<file path="src/hdl/pqh_pkg.sv">
// shared types and constants for the per-position quality histogram unit
// no dependencies; every other file but pqh_ram uses these by scoped name
package pqh_pkg;

  // field widths of the input word
  localparam int POS_W    = 10;
  localparam int SCORE_W  = 8;
  localparam int WEIGHT_W = 16;

  // field widths of the result word
  localparam int TOTAL_W   = 48;
  localparam int OUT_CNT_W = 32;
  localparam int LEN_W     = 11;

  // score times weight
  localparam int PROD_W = SCORE_W + WEIGHT_W;

  // packed bus widths, padded to whole bytes
  localparam int IN_TDATA_W  = 40;
  localparam int OUT_TDATA_W = 128;

  // operation codes carried on in_tuser
  localparam logic OP_ACCUM = 1'b0;
  localparam logic OP_READ  = 1'b1;

  typedef enum logic [1:0] {
    ST_CLEAR,
    ST_IDLE,
    ST_LOOK,
    ST_UPDATE
  } ctrl_state_t;

  // controller to datapath
  typedef struct packed {
    logic accept;
    logic clr_en;
    logic look;
    logic update;
  } ctrl_cmd_t;

  // datapath to controller
  typedef struct packed {
    logic clr_last;
    logic out_free;
  } ctrl_stat_t;

endpackage

</file>
<file path="src/hdl/pqh_ctrl.sv">
// sequencing state machine: clearing pass, accept, memory lookup, update
// depends on pqh_pkg
module pqh_ctrl (
  input  logic                clk,
  input  logic                rst_n,
  input  logic                in_tvalid,
  output logic                in_tready,
  input  pqh_pkg::ctrl_stat_t stat,
  output pqh_pkg::ctrl_cmd_t  cmd
);

  pqh_pkg::ctrl_state_t state_r, state_nxt;

  always_ff @(posedge clk) begin
    if (!rst_n) begin
      state_r <= pqh_pkg::ST_CLEAR;
    end else begin
      state_r <= state_nxt;
    end
  end

  always_comb begin
    state_nxt = state_r;
    unique case (state_r)
      pqh_pkg::ST_CLEAR: begin
        if (stat.clr_last) state_nxt = pqh_pkg::ST_IDLE;
      end
      pqh_pkg::ST_IDLE: begin
        if (in_tvalid) state_nxt = pqh_pkg::ST_LOOK;
      end
      pqh_pkg::ST_LOOK: begin
        // wait here until the result register can take a new word
        if (stat.out_free) state_nxt = pqh_pkg::ST_UPDATE;
      end
      pqh_pkg::ST_UPDATE: begin
        state_nxt = pqh_pkg::ST_IDLE;
      end
      default: state_nxt = pqh_pkg::ST_CLEAR;
    endcase
  end

  always_comb begin
    cmd       = '0;
    in_tready = 1'b0;
    unique case (state_r)
      pqh_pkg::ST_CLEAR: begin
        cmd.clr_en = 1'b1;
      end
      pqh_pkg::ST_IDLE: begin
        in_tready  = 1'b1;
        cmd.accept = in_tvalid;
      end
      pqh_pkg::ST_LOOK: begin
        cmd.look = 1'b1;
      end
      pqh_pkg::ST_UPDATE: begin
        cmd.update = 1'b1;
      end
      default: begin
        cmd = '0;
      end
    endcase
  end

endmodule

</file>
<file path="config.mk">
export PLATFORM = sky130hd
export DESIGN_NAME = pqh_ctrl
export DESIGN_NICKNAME = d
export VERILOG_FILES = /design/src/hdl/pqh_pkg.sv /design/src/hdl/pqh_ctrl.sv
export SDC_FILE = /design/constraint.sdc
export NUM_CORES = 1
export LEC_CHECK = 0
export BUFFER_PORTS_ARGS = -buffer_cell sky130_fd_sc_hd__buf_4
export CAP_MARGIN = 20
export CORE_AREA = 2 2 39 41
export CTS_CLUSTER_DIAMETER = 30
export DETAILED_ROUTE_END_ITERATION = 12
export DIE_AREA = 0 0 41 43
export PLACE_DENSITY = 0.42
export SYNTH_ARGS = -nofsm -noshare
export SYNTH_HDL_FRONTEND = slang
export SYNTH_SLANG_ARGS = --single-unit
</file>
<file path="constraint.sdc">
create_clock -name clk -period 4.6 [get_ports clk]
set_clock_uncertainty 0.15 [all_clocks]
set_input_delay 0.23 -clock clk [delete_from_list [all_inputs] [get_ports clk]]
set_output_delay 0.23 -clock clk [all_outputs]
set_load 0.01 [all_outputs]
</file>
Word-level counts from Yosys, hierarchy flattened:

Index checks and enable logic that the tools add are counted.
W data, S select, Z words.

* equal/unequal tests: 6
* reductions and logical operators: 2
* multiplexer cells: 9

Operator list (number)
* $pmux W2 S4: 1
* $mux W2: 3
* $ne A2 B2 Y1 const B: 3
* $mux W1: 5
* $eq A2 B2 Y1 const B: 2
* $reduce_and A3 Y1: 1
* $eq A2 B1 Y1 const B: 1
* $logic_not A2 Y1: 1

* register bits: 2
* input port bits: 5

Longest topological paths before layout:

* depth in word-level cells: 3
* gate-level depth with buffers: 4
* mapped depth without buffers: 4

Worst setup path after synthesis:

Ideal clock, no wire load.

* path kind: flip-flop to flip-flop
* start point: register state_r[0]
* end point: register state_r[0]
* clock period less this slack: 1.564 ns
* stages on the path, launching flop included: 5
* setup time: 0.072 ns
* path slack: 3.036 ns
* arrival time: 1.342 ns
* cell sequence: dfxtp_1 > inv_1 > ha_1 > a222oi_1 > mux2i_1

* word-level cells in the longest chain between the ends: 3
* elaborated cells between the ends (all ways): 9
* classes of those cells: eq/ne (6); mux (1); reduce/logical (2)

Ends and longest elaborated chain
* start, declared: RTL line pqh_ctrl.sv:12 `pqh_pkg::ctrl_state_t state_r, state_nxt;`
* start signal, assigned: RTL line pqh_ctrl.sv:16 `state_r <= pqh_pkg::ST_CLEAR;`
* start signal, assigned: RTL line pqh_ctrl.sv:18 `state_r <= state_nxt;`
* $eq A2 B2 Y1 (tied with other cells): RTL line pqh_ctrl.sv:24 `unique case (state_r)`
* $ne A2 B2 Y1 (no line)
* $reduce_and A3 Y1 (no line)

Several ways; a longest one is shown, not always the timed one.
A chain may end at the register's enable or synchronous reset.

Final worst setup path:

* start point: register state_r[0]
* end point: register state_r[1]

Same word-level chain as after synthesis.

==> reports/summary.md <==
• **run status** completed
• **total core area** 1380 um2
• **critical setup path kind** reg2reg
• **registers with the most flip-flops** state_r (2)
• **crit end category** flip-flop
• **area of the mapped netlist** 176 um2
• **gp weighted congestion** 0.578
• **register area share after synthesis** 22.7%
• **wire length of the first global-routing pass** 448 um
• **number of CTS-inserted buffers** 3
• **row count** 14
• **actual slew at the worst max-slew pin** 0.531 ns
• **vias after detailed routing** 162
• **count of unique library cells instantiated by Yosys** 8
• **share of Yosys cell area claimed by the top area cell type** 35.5%
• **cell type contributing the most total cell area after synthesis** sky130_fd_sc_hd__ha_1
• **number of nets in the finished design** 44
• **initial antenna violation count** 0
• **delay contributed by the slowest stage of the critical path** 0.51 ns
• **total overflow reported by the global router** 0
• **cell breakdown of the critical path** inv_1, ha_1, a222oi_1, mux2i_1
• **n_diodes** 0
• **Top Ports** 10
• **number of post-CTS setup repair buffers** 0
• **maximum ir drop on the vdd rail** 0.000144 V
• **Synth async-reset ratio** 0%
• **number of filler cells placed in the layout** 161
• **achievable clock frequency** 0.601 GHz
• **Post-Route WL** 354 um
• **setup repair after global routing missed its margin** false
• **critical path arrival** 1.66 ns
• **share of final-layout standard cells stronger than drive strength 1** 40.6%
• **count of hold buffers inserted by post-cts repair** 0
• **first-iteration detailed-routing DRC count** 1
• **hold depth** 3
• **number of enable-type register cells in the synthesized netlist** 0
• **layout overhead on the synthesized area** 62.4%
• **Total Power** 169 uW
• **number of port buffers** 9
• **Post-route DRC** 0
• **initial core utilization** 12.7%
• **vias per cell** 3.38
• **crit path time final** 1.66 ns
• **final-layout setup total negative slack** 0 ns
• **Clock Root Buffer** sky130_fd_sc_hd__clkbuf_4
• **final hold violations** 0
• **count of H-tree levels built during CTS** 1
• **Die Span Y** 43 um
• **number of synthesized register bits** 2
• **antenna-violating nets left** 0
• **vias in the first global route** 134
• **largest net degree at the start of global routing** 6
• **register bank with the most flops** state_r
• **final critical-path share of the clock period** 36.2%
• **max FFs per register** 2
• **detailed-route wire length per cell** 7.38 um
• **Worst R2R Path Depth** 4
• **number of gates given a new drive strength after cts** 0
• **nets in the synthesized netlist** 30
• **commonest cells in the netlist** sky130_fd_sc_hd__ha_1, sky130_fd_sc_hd__inv_1, sky130_fd_sc_hd__nand2_1
• **Sink Count** 2
• **total leakage power** 0.000159 uW
• **max_slew headroom** 64.6%
• **post-synthesis cell count** 20
• **yosys warns** 0
• **crit path max-delay cell type** sky130_fd_sc_hd__a222oi_1
• **# placed instances** 45
• **final setup violation count** 0
• **CP Data Required Time** 4.60 ns
• **Worst setup SP type** flip-flop
• **clock transition time at the flip-flop clock pins of the worst setup and hold paths** 0.03 ns
• **detailed-router iteration count before antenna repair** 4
• **area of the die** 1760 um2
• **clock tree from TritonCTS** yes
• **Total GRT Usage** 4.40%
• **Cell Count, Final, Fillers Out** 48
• **die extent in x** 41 um
• **kind of path behind the tightest hold check** in2reg
• **synthesized area per cell** 8.82 um2
• **worst-case clock buffer depth** 2
• **power density over the cells** 588 nW/um2
• **Critical Path Fanout Max** 5
• **top area cells in the synthesized netlist** sky130_fd_sc_hd__ha_1, sky130_fd_sc_hd__dfxtp_1, sky130_fd_sc_hd__mux2i_1
• **dominant register cell in the synthesized netlist** sky130_fd_sc_hd__dfxtp_1
• **max-slew violations** 0
• **clk_lat worst skew** 0.22 ns
• **max capacitance violation total** 0
## cell families after synthesis
group | count (synthesis) | synth area share, %
muxes | 2 | 11.3
adders and majority gates | 5 | 35.5
and+or+nand+nor | 5 | 14.2
DFF | 2 | 22.7
AOI/OAI and AO/OA | 1 | 5.67
buffers and inverters | 5 | 10.6
## layout make-up
cell class              instances  area, um2  share of cell area [%]
multi-input cells              13        118                    41.0
flip-flops and latches          2       40.0                    14.0
well taps                      16       20.0                    6.99
inverters                       5       18.8                    6.55
repair buffers                  9       67.6                    23.6
clock buffers                   3       22.5                    7.86
## cell usage in the layout, fill, tap and decap left out, drive strengths merged
| cell | synthesis | routed |
|---|---|---|
| and2 | 1 | 1 |
| nand2 | 3 | 3 |
| ha | 5 | 5 |
| inv | 5 | 5 |
| clkbuf | 0 | 3 |
| mux2i | 2 | 2 |
| dfxtp | 2 | 2 |
| a222oi | 1 | 1 |
| buf | 0 | 9 |
| nand2b | 1 | 1 |
## path summary, 6_finish.rpt
check | to | startpoint | slack [ns]
hold / removal | state_r[0] | rst_n | 0.14
setup reg to reg | state_r[1] | state_r[0] | 2.94
hold reg to reg | state_r[1] | state_r[1] | 0.35
setup / recovery | state_r[1] | state_r[0] | 2.94
## metrics by stage
stage	instance area, um2	hold WS, ns	util [%]	setup WS, ns
2_1_floorplan	176	0.226	-	3.04
3_3_place_gp	264	0.344	19.1	2.92
3_5_place_dp	264	0.351	19.1	2.91
4_1_cts	287	0.134	20.7	2.91
5_1_grt	287	0.148	20.7	2.81
6_report	287	0.145	20.7	2.94
## worst max-delay path: cells and delay by family, from the launching register on
family          cells  cell delay [ns]
buf+inv             1             0.09
compound gates      1             0.51
mux                 1             0.24
fa+ha+maj           1             0.21
flops               1             0.40
## routing by layer
layer	routed length [um]	global-route usage [%]	share of wire [%]	up-vias
met1	149	4.78	42	65
met4	0	8.00	0	0
met5	0	0	0	-
met2	150	4.38	42	9
li1	-	-	-	88
met3	55	1.57	16	0
## power by group
group          switching, uW  internal (uW)
Combinational           43.9           50.5
Sequential              9.83           26.2
Clock                   9.32           28.7
(Power assumes the default switching activity.)
